### src/hw/rtl/poil_pkg.sv
// Package for the positional insert ordered list.
// Holds store sizing, action and status codes. No dependencies.
package poil_pkg;

  localparam int DEPTH = 64;
  localparam int AW    = $clog2(DEPTH);
  localparam int CW    = AW + 1;

  localparam int ACT_W  = 2;
  localparam int VAL_W  = 32;
  localparam int POS_W  = 7;
  localparam int STAT_W = 2;

  localparam logic [ACT_W-1:0] ACT_INSERT = 2'd0;
  localparam logic [ACT_W-1:0] ACT_REMOVE = 2'd1;
  localparam logic [ACT_W-1:0] ACT_READ   = 2'd2;

  localparam logic [STAT_W-1:0] ST_OK        = 2'd0;
  localparam logic [STAT_W-1:0] ST_BAD_POS   = 2'd1;
  localparam logic [STAT_W-1:0] ST_FULL      = 2'd2;
  localparam logic [STAT_W-1:0] ST_NOT_FOUND = 2'd3;

  typedef logic [AW-1:0] addr_t;
  typedef logic [CW-1:0] cnt_t;

endpackage

### src/hw/rtl/poil_if.sv
// Valid/ready channel interfaces for the positional insert ordered list.
// Depends on poil_pkg for field widths.
interface poil_in_if;
  logic                                valid;
  logic                                ready;
  logic [poil_pkg::ACT_W-1:0]          action;
  logic signed [poil_pkg::VAL_W-1:0]   item_value;
  logic [poil_pkg::POS_W-1:0]          position;

  modport source (output valid, action, item_value, position, input ready);
  modport sink   (input valid, action, item_value, position, output ready);
endinterface

interface poil_out_if;
  logic                                valid;
  logic                                ready;
  logic signed [poil_pkg::VAL_W-1:0]   read_value;
  logic [poil_pkg::STAT_W-1:0]         status;
  logic [poil_pkg::POS_W-1:0]          entry_count;

  modport source (output valid, read_value, status, entry_count, input ready);
  modport sink   (input valid, read_value, status, entry_count, output ready);
endinterface

### src/hw/rtl/positional_insert_ordered_list_top.sv
// Positional insert ordered list, top level.
// Depends on poil_pkg and the poil_in_if / poil_out_if channel interfaces.
//
// Ordered list of up to 64 signed 32-bit entries kept in a ring store, one
// request at a time, one result per request. The store is a single-port-write,
// registered-read memory, and every entry visited takes a read state, then a
// use state. Bad-position, full and unused actions answer from idle. Insert
// at position p moves m entries, m = p if 2p <= count, else count - p.
// Remove searches from the front to the first match at position i, then moves
// m entries, m = i if 2i < count, else count - 1 - i; a miss searches all
// entries. Input ready is high only while idle with no result held.
module positional_insert_ordered_list_top (
  input  logic              clk,
  input  logic              rst_n,
  poil_in_if.sink           in_ch,
  poil_out_if.source        out_ch
);

  localparam logic [2:0] S_IDLE     = 3'd0;
  localparam logic [2:0] S_SRCH_RD  = 3'd1;
  localparam logic [2:0] S_SRCH_CMP = 3'd2;
  localparam logic [2:0] S_MV_RD    = 3'd3;
  localparam logic [2:0] S_MV_WR    = 3'd4;
  localparam logic [2:0] S_RD_OUT   = 3'd5;

  logic [2:0]                        state_r, state_nxt;
  poil_pkg::cnt_t                    idx_r, idx_nxt;
  poil_pkg::cnt_t                    lim_r, lim_nxt;
  logic                              up_r, up_nxt;
  logic                              ffix_r, ffix_nxt;
  logic [poil_pkg::ACT_W-1:0]        op_r, op_nxt;
  logic [poil_pkg::VAL_W-1:0]        val_r, val_nxt;
  logic [poil_pkg::POS_W-1:0]        pos_r, pos_nxt;
  poil_pkg::addr_t                   front_r, front_nxt;
  poil_pkg::cnt_t                    cnt_r, cnt_nxt;
  logic                              ovld_r, ovld_nxt;
  logic [poil_pkg::VAL_W-1:0]        ord_r, ord_nxt;
  logic [poil_pkg::STAT_W-1:0]       ost_r, ost_nxt;

  logic [poil_pkg::VAL_W-1:0]        mem [poil_pkg::DEPTH];
  logic [poil_pkg::VAL_W-1:0]        rdata_r;
  poil_pkg::addr_t                   raddr, waddr;
  logic [poil_pkg::VAL_W-1:0]        wdata;
  logic                              we;
  logic                              in_ready;
  poil_pkg::addr_t                   cur_addr;

  assign in_ready     = (state_r == S_IDLE) && !ovld_r;
  assign in_ch.ready  = in_ready;
  assign out_ch.valid       = ovld_r;
  assign out_ch.read_value  = ord_r;
  assign out_ch.status      = ost_r;
  assign out_ch.entry_count = cnt_r;
  assign cur_addr = poil_pkg::AW'(front_r + idx_r[poil_pkg::AW-1:0]);

  always_ff @(posedge clk) begin
    if (we) begin
      mem[waddr] <= wdata;
    end
    rdata_r <= mem[raddr];
  end

  always_comb begin
    state_nxt = state_r;
    idx_nxt   = idx_r;
    lim_nxt   = lim_r;
    up_nxt    = up_r;
    ffix_nxt  = ffix_r;
    op_nxt    = op_r;
    val_nxt   = val_r;
    pos_nxt   = pos_r;
    front_nxt = front_r;
    cnt_nxt   = cnt_r;
    ovld_nxt  = ovld_r;
    ord_nxt   = ord_r;
    ost_nxt   = ost_r;
    we        = 1'b0;
    waddr     = cur_addr;
    wdata     = val_r;
    raddr     = cur_addr;
    if (ovld_r && out_ch.ready) begin
      ovld_nxt = 1'b0;
    end
    case (state_r)
      S_IDLE: begin
        if (in_ch.valid && in_ready) begin
          op_nxt   = in_ch.action;
          val_nxt  = in_ch.item_value;
          pos_nxt  = in_ch.position;
          ffix_nxt = 1'b0;
          ord_nxt  = '0;
          case (in_ch.action)
            poil_pkg::ACT_INSERT: begin
              if (in_ch.position > cnt_r) begin
                ovld_nxt = 1'b1;
                ost_nxt  = poil_pkg::ST_BAD_POS;
              end else if (cnt_r == poil_pkg::CW'(poil_pkg::DEPTH)) begin
                ovld_nxt = 1'b1;
                ost_nxt  = poil_pkg::ST_FULL;
              end else if ({in_ch.position, 1'b0} <= {1'b0, cnt_r}) begin
                front_nxt = poil_pkg::AW'(front_r - poil_pkg::AW'(1));
                idx_nxt   = '0;
                lim_nxt   = in_ch.position;
                up_nxt    = 1'b1;
                state_nxt = S_MV_RD;
              end else begin
                idx_nxt   = cnt_r;
                lim_nxt   = in_ch.position;
                up_nxt    = 1'b0;
                state_nxt = S_MV_RD;
              end
            end
            poil_pkg::ACT_REMOVE: begin
              idx_nxt   = '0;
              state_nxt = S_SRCH_RD;
            end
            poil_pkg::ACT_READ: begin
              if (in_ch.position >= cnt_r) begin
                ovld_nxt = 1'b1;
                ost_nxt  = poil_pkg::ST_BAD_POS;
              end else begin
                raddr     = poil_pkg::AW'(front_r + in_ch.position[poil_pkg::AW-1:0]);
                state_nxt = S_RD_OUT;
              end
            end
            default: begin
              ovld_nxt = 1'b1;
              ost_nxt  = poil_pkg::ST_OK;
            end
          endcase
        end
      end
      S_SRCH_RD: begin
        if (idx_r == cnt_r) begin
          ovld_nxt  = 1'b1;
          ost_nxt   = poil_pkg::ST_NOT_FOUND;
          state_nxt = S_IDLE;
        end else begin
          state_nxt = S_SRCH_CMP;
        end
      end
      S_SRCH_CMP: begin
        if (rdata_r == val_r) begin
          state_nxt = S_MV_RD;
          if ({idx_r, 1'b0} < {1'b0, cnt_r}) begin
            up_nxt   = 1'b0;
            lim_nxt  = '0;
            ffix_nxt = 1'b1;
          end else begin
            up_nxt   = 1'b1;
            lim_nxt  = poil_pkg::CW'(cnt_r - poil_pkg::CW'(1));
            ffix_nxt = 1'b0;
          end
        end else begin
          idx_nxt   = poil_pkg::CW'(idx_r + poil_pkg::CW'(1));
          state_nxt = S_SRCH_RD;
        end
      end
      S_MV_RD: begin
        if (idx_r == lim_r) begin
          ovld_nxt  = 1'b1;
          ost_nxt   = poil_pkg::ST_OK;
          state_nxt = S_IDLE;
          if (op_r == poil_pkg::ACT_INSERT) begin
            we      = 1'b1;
            waddr   = poil_pkg::AW'(front_r + pos_r[poil_pkg::AW-1:0]);
            wdata   = val_r;
            cnt_nxt = poil_pkg::CW'(cnt_r + poil_pkg::CW'(1));
          end else begin
            cnt_nxt = poil_pkg::CW'(cnt_r - poil_pkg::CW'(1));
            if (ffix_r) begin
              front_nxt = poil_pkg::AW'(front_r + poil_pkg::AW'(1));
            end
          end
        end else begin
          raddr     = up_r ? poil_pkg::AW'(cur_addr + poil_pkg::AW'(1))
                           : poil_pkg::AW'(cur_addr - poil_pkg::AW'(1));
          state_nxt = S_MV_WR;
        end
      end
      S_MV_WR: begin
        we        = 1'b1;
        waddr     = cur_addr;
        wdata     = rdata_r;
        idx_nxt   = up_r ? poil_pkg::CW'(idx_r + poil_pkg::CW'(1))
                         : poil_pkg::CW'(idx_r - poil_pkg::CW'(1));
        state_nxt = S_MV_RD;
      end
      S_RD_OUT: begin
        ovld_nxt  = 1'b1;
        ost_nxt   = poil_pkg::ST_OK;
        ord_nxt   = rdata_r;
        state_nxt = S_IDLE;
      end
      default: begin
        state_nxt = S_IDLE;
      end
    endcase
  end

  always_ff @(posedge clk) begin
    if (!rst_n) begin
      state_r <= S_IDLE;
      front_r <= poil_pkg::AW'(poil_pkg::DEPTH / 2);
      cnt_r   <= '0;
      ovld_r  <= 1'b0;
    end else begin
      state_r <= state_nxt;
      front_r <= front_nxt;
      cnt_r   <= cnt_nxt;
      ovld_r  <= ovld_nxt;
    end
  end

  always_ff @(posedge clk) begin
    idx_r  <= idx_nxt;
    lim_r  <= lim_nxt;
    up_r   <= up_nxt;
    ffix_r <= ffix_nxt;
    op_r   <= op_nxt;
    val_r  <= val_nxt;
    pos_r  <= pos_nxt;
    ord_r  <= ord_nxt;
    ost_r  <= ost_nxt;
  end

`ifndef NO_ASSERTIONS
  a_cnt_bound: assert property (@(posedge clk) disable iff (!rst_n)
    cnt_r <= poil_pkg::CW'(poil_pkg::DEPTH))
    else $error("entry count above store depth");

  a_cnt_only_at_result: assert property (@(posedge clk) disable iff (!rst_n)
    (cnt_r != $past(cnt_r)) |-> ($rose(ovld_r) && state_r == S_IDLE))
    else $error("entry count changed without a result");

  a_result_in_idle: assert property (@(posedge clk) disable iff (!rst_n)
    $rose(ovld_r) |-> (state_r == S_IDLE))
    else $error("result raised while sequencer busy");

  a_full_status: assert property (@(posedge clk) disable iff (!rst_n)
    ($rose(ovld_r) && ost_r == poil_pkg::ST_FULL) |->
      (cnt_r == poil_pkg::CW'(poil_pkg::DEPTH)))
    else $error("full status with room left");

  a_no_write_idle: assert property (@(posedge clk) disable iff (!rst_n)
    (state_r == S_IDLE) |-> !we)
    else $error("store written while idle");
`endif

endmodule

### src/flat_wrapper.sv
// flat-port wrapper written by rule: the top's interface ports become plain ports
module positional_insert_ordered_list_top_flat 
  (clk, rst_n, in_ch_valid, in_ch_action, in_ch_item_value, in_ch_position, in_ch_ready, out_ch_valid, out_ch_read_value, out_ch_status, out_ch_entry_count, out_ch_ready);
  poil_in_if in_ch_i ();
  poil_out_if out_ch_i ();
  input  logic clk;
  input  logic rst_n;
  input wire logic [$bits(in_ch_i.valid)-1:0] in_ch_valid;
  input wire logic [$bits(in_ch_i.action)-1:0] in_ch_action;
  input wire logic [$bits(in_ch_i.item_value)-1:0] in_ch_item_value;
  input wire logic [$bits(in_ch_i.position)-1:0] in_ch_position;
  output wire logic [$bits(in_ch_i.ready)-1:0] in_ch_ready;
  output wire logic [$bits(out_ch_i.valid)-1:0] out_ch_valid;
  output wire logic [$bits(out_ch_i.read_value)-1:0] out_ch_read_value;
  output wire logic [$bits(out_ch_i.status)-1:0] out_ch_status;
  output wire logic [$bits(out_ch_i.entry_count)-1:0] out_ch_entry_count;
  input wire logic [$bits(out_ch_i.ready)-1:0] out_ch_ready;
  assign in_ch_i.valid = in_ch_valid;
  assign in_ch_i.action = in_ch_action;
  assign in_ch_i.item_value = in_ch_item_value;
  assign in_ch_i.position = in_ch_position;
  assign in_ch_ready = in_ch_i.ready;
  assign out_ch_valid = out_ch_i.valid;
  assign out_ch_read_value = out_ch_i.read_value;
  assign out_ch_status = out_ch_i.status;
  assign out_ch_entry_count = out_ch_i.entry_count;
  assign out_ch_i.ready = out_ch_ready;
  positional_insert_ordered_list_top u_core (.clk(clk), .rst_n(rst_n), .in_ch(in_ch_i), .out_ch(out_ch_i));
endmodule
### config.mk
export PLATFORM = sky130hd
export DESIGN_NAME = positional_insert_ordered_list_top_flat
export DESIGN_NICKNAME = d
export VERILOG_FILES = /design/src/hw/rtl/poil_pkg.sv /design/src/hw/rtl/poil_if.sv /design/src/hw/rtl/positional_insert_ordered_list_top.sv /design/src/flat_wrapper.sv
export SDC_FILE = /design/constraint.sdc
export NUM_CORES = 2
export LEC_CHECK = 0
export BUFFER_PORTS_ARGS = -buffer_cell sky130_fd_sc_hd__buf_2
export CAP_MARGIN = 10
export CORE_ASPECT_RATIO = 1.25
export CORE_UTILIZATION = 55
export DETAILED_ROUTE_END_ITERATION = 8
export GPL_TIMING_DRIVEN = 1
export PLACE_DENSITY = 0.7
export SKIP_CTS_REPAIR_TIMING = 1
export SYNTH_ARGS = -nofsm -noshare
export SYNTH_HDL_FRONTEND = slang
export SYNTH_SLANG_ARGS = --single-unit
export TNS_END_PERCENT = 5
### constraint.sdc
create_clock -name clk -period 13.28 [get_ports clk]
set_clock_uncertainty 0.05 [all_clocks]
set_input_delay 1.328 -clock clk [delete_from_list [all_inputs] [get_ports clk]]
set_output_delay 1.328 -clock clk [all_outputs]
set_load 0.1 [all_outputs]
==> flow_metrics.py <==
metrics = {
    "flow_run": {
        "max_cap_viol_count": 0,
    },
    "sta": {
        "max_freq_mhz": 137,
        "finalHoldViolCount": 0,
        "fin_crit_ps": 7290,
        "setup_tns_ps": 0,
        "fin_ws_ps": 5990,
        "worst_pin_slew_ps": 1320,
        "rsz0062_at_grt": "no",
        "finalMaxSlewViolations": 0,
        "finalCritPeriodShare_pct": 54.9,
        "relSlewSlack_pct": 11.8,
        "setup_viol": 0,
    },
    "clock_tree": {
        "cts_made_buffers": 194,
        "cts_tree": "yes",
        "htreeDepth": 4,
        "cts_max_path_buffers": 3,
        "clkTransAtPathRegs_ps": 60,
        "clk_latency_ps": 850,
        "cts_root_buf": "clkbuf_16",
        "cts.sink_count": 2187,
    },
    "critical_path": {
        "crit_buf_inv": 3,
        "crit_required_ps": 13940,
        "setup.worst_path.end_class": "flop",
        "path_max_fanout": 135,
        "crit_slowest_cell": "nor4_1",
        "arrival_ps": 7940,
        "cp-start-kind": "flop",
        "critical-path-top-delay-family": "buffers and inverters",
        "worstSetupPathType": "reg -> reg",
        "cp_cell_sequence": "ha_1 -> fa_1 -> fa_1 -> nand2_1 -> a21oi_1 -> a311oi_4 -> buf_4 -> buf_12 -> buf_4 -> mux2i_1 -> a221oi_1 -> nor4_1 -> o22ai_1 -> or3_1",
        "slowest_delay_ps": 950,
    },
    "global_routing": {
        "grtUsageTotal_pct": 29.8,
        "gr-usage-met1_pct": 40.0,
        "top_usage_layer": "met2",
        "grt_use_met3_pct": 5.79,
        "overflow": 0,
        "antenna_found_initial": 19,
        "grt_pass1_wl_um": 343000,
        "use_met2_pct": 46.3,
        "grt_max_degree": 188,
        "grt_pass1_vias": 50300,
    },
    "placed_design": {
        "dpl.hpwl_um": 130000,
        "pre_cts_ws_ps": 5500,
        "place.gp.congestion": 0.925,
        "io_buffers": 87,
    },
    "drt": {
        "wl_per_cell_um": 29.2,
        "drtIter0Drc": 8008,
        "drc": 0,
        "num_vias": 53500,
        "vias_per_cell": 6.47,
        "drtAntennaViolNets": 0,
        "firstDrtPassIters": 9,
        "routed_wl_um": 242000,
    },
    "logic_synthesis": {
        "async_flop_share_pct": 0,
        "synth-main-ff-cell": "edfxtp_1",
        "avgSynthCellArea_um2": 14.7,
        "yosys_warnings": 0,
        "synth_cell_types": 72,
        "synth_enable_flop_cells": 2138,
        "synth_fp_nets": 6064,
        "synth_seq_cells": 2187,
        "synth_cells": 5962,
        "yosysSeqAreaShare_pct": 74.5,
        "synth_area_um2": 87500,
    },
    "die": {
        "dieArea_um2": 161000,
        "ios": 88,
        "num_rows": 163,
        "die_x_um": 359,
        "die_h_um": 448,
        "initial_core_util_pct": 55.4,
        "core_region_area_um2": 158000,
    },
    "status": {
        "run_status": "completed",
    },
    "power": {
        "ir_drop_v": 0.000182,
        "p_per_area_nw_per_um2": 214,
        "power.leakage_nw": 32.5,
    },
    "layout": {
        "syn2layout_area_growth_pct": 10.7,
        "layout.nets": 6112,
        "drive_gt1_share_pct": 10.5,
    },
    "worst_hold_path": {
        "hold_path_class": "reg -> reg",
    },
}
tightest hold or removal path: cells and delay by family, from the launching register on:
kind,cells,cell delay (ps)
flops,1,370
simple gates,1,70
compound gates,1,100
worst paths after layout:
| path | start | to | slack (ps) | depth (start not counted) |
|---|---|---|---|---|
| worst max-delay path | u_core.idx_r[0]$_DFFE_PP_ | u_core.rdata_r[4]$_DFF_P_ | 5990 | 14 |
| worst min register to register | u_core.front_r[5]$_SDFFE_PN1P_ | u_core.front_r[5]$_SDFFE_PN1P_ | 540 | 2 |
| worst max register to register | u_core.idx_r[0]$_DFFE_PP_ | u_core.rdata_r[4]$_DFF_P_ | 5990 | 14 |
| worst min-delay path | u_core.front_r[5]$_SDFFE_PN1P_ | u_core.front_r[5]$_SDFFE_PN1P_ | 540 | 2 |
cells in the mapped netlist, drive strengths merged, types with 29 or more instances:
master / number / area [um2]
a211oi: 58 / 435
a221oi: 328 / 2870
nor4: 64 / 407
nor2: 142 / 543
o21ai: 29 / 149
mux2i: 341 / 3410
mux2: 35 / 394
dfxtp: 49 / 981
clkbuf: 149 / 559
or3: 33 / 206
xnor2: 40 / 350
nand2: 1025 / 3860
ha: 52 / 651
xor2: 45 / 394
a21oi: 573 / 2870
buf: 243 / 1370
a31oi: 124 / 776
edfxtp: 2138 / 64200
and2: 41 / 257
nand3: 219 / 1100
nor2b: 38 / 238
layout make-up:
type,count,area (um2)
flip-flops and latches,2187,65200
clock inverters,103,940
fillers,11300,61000
inverters,27,101
well taps,2062,2580
repair buffers,244,1740
multi-input cells,3356,20900
diodes,34,85.1
clock buffers,256,5320
logic make-up after synthesis:
| logic type | share of synthesized area [%] |
|---|---|
| flip-flops | 74.5 |
| AND/OR/NAND/NOR | 7.96 |
| AO/OA/AOI/OAI | 9.14 |
| buffers and inverters | 2.32 |
| multiplexers | 4.35 |
| XOR/XNOR | 0.851 |
| adder cells (fa/ha/maj) | 0.858 |
sequential cells by signal, summed over array words and instances, names as in the netlist, 6 cells and up:
signal and count:
u_core.mem 2048, u_core.val_r 32, u_core.lim_r 7, u_core.out_ch.read_value 32, u_core.rdata_r 32, u_core.idx_r 7
u_core.front_r 6, u_core.pos_r 6, u_core.out_ch.entry_count 7
per-stage QoR:
step / instances / power [mW] / hold WS (ps) / cell area (um2) / util [%]
global route: 8259 / 21.4 / 564 / 96800 / 61.3
finish: 8269 / 20.7 / 539 / 96800 / 61.3
global placement: 7876 / 15.0 / 527 / 90500 / 57.3
floorplan: 5962 / 12.6 / 486 / 87500 / -
detailed placement: 7876 / 15.1 / 539 / 90500 / 57.3
CTS: 8235 / 20.6 / 545 / 96700 / 61.3
metal layers:
metal	wire length, um	share of wire [%]	vias to the layer above
met1	90800	38	26700
met4	13000	5.4	0
met5	0	0	-
met2	112000	46	3230
li1	-	-	23100
met3	25600	11	481
where the power goes:
group	leakage (nW)	switching (mW)	internal (mW)
clock	3.05	2.45	3.11
combinational	9.78	5.14	1.89
sequential	19.7	0.191	7.92
total	32.5	7.79	12.9
cells in the final DEF (no fill, tap or decap), types with 8 or more instances in the layout:
| cell type | netlist | routed |
|---|---|---|
| buf_2 | 150 | 87 |
| o21ai_0 | 27 | 27 |
| a21o_1 | 18 | 18 |
| ha_1 | 52 | 52 |
| or3_1 | 33 | 33 |
| clkbuf_16 | 0 | 199 |
| a31oi_1 | 124 | 124 |
| and2_1 | 41 | 41 |
| clkbuf_8 | 0 | 13 |
| buf_4 | 35 | 147 |
| mux2_2 | 35 | 35 |
| inv_1 | 27 | 26 |
| nor2_4 | 0 | 67 |
| nand4_1 | 14 | 14 |
| nor2_1 | 138 | 70 |
| xnor2_1 | 40 | 40 |
| bufinv_16 | 0 | 15 |
| nor2b_1 | 38 | 38 |
| o22ai_1 | 27 | 27 |
| nor3_1 | 14 | 13 |
| clkinv_1 | 0 | 48 |
| buf_12 | 0 | 10 |
| a21oi_1 | 572 | 571 |
| diode_2 | 0 | 34 |
| dfxtp_1 | 49 | 49 |
| xor2_1 | 45 | 45 |
| clkbuf_1 | 149 | 44 |
| nor4_1 | 63 | 59 |
| a221oi_1 | 328 | 328 |
| edfxtp_1 | 2138 | 2138 |
| nand2_1 | 1022 | 1019 |
| clkinv_2 | 0 | 26 |
| mux2i_1 | 341 | 341 |
| nand3_1 | 218 | 218 |
| a211oi_1 | 58 | 58 |
| o31ai_1 | 8 | 8 |
No activity file was read; power rests on OpenSTA's default activity.
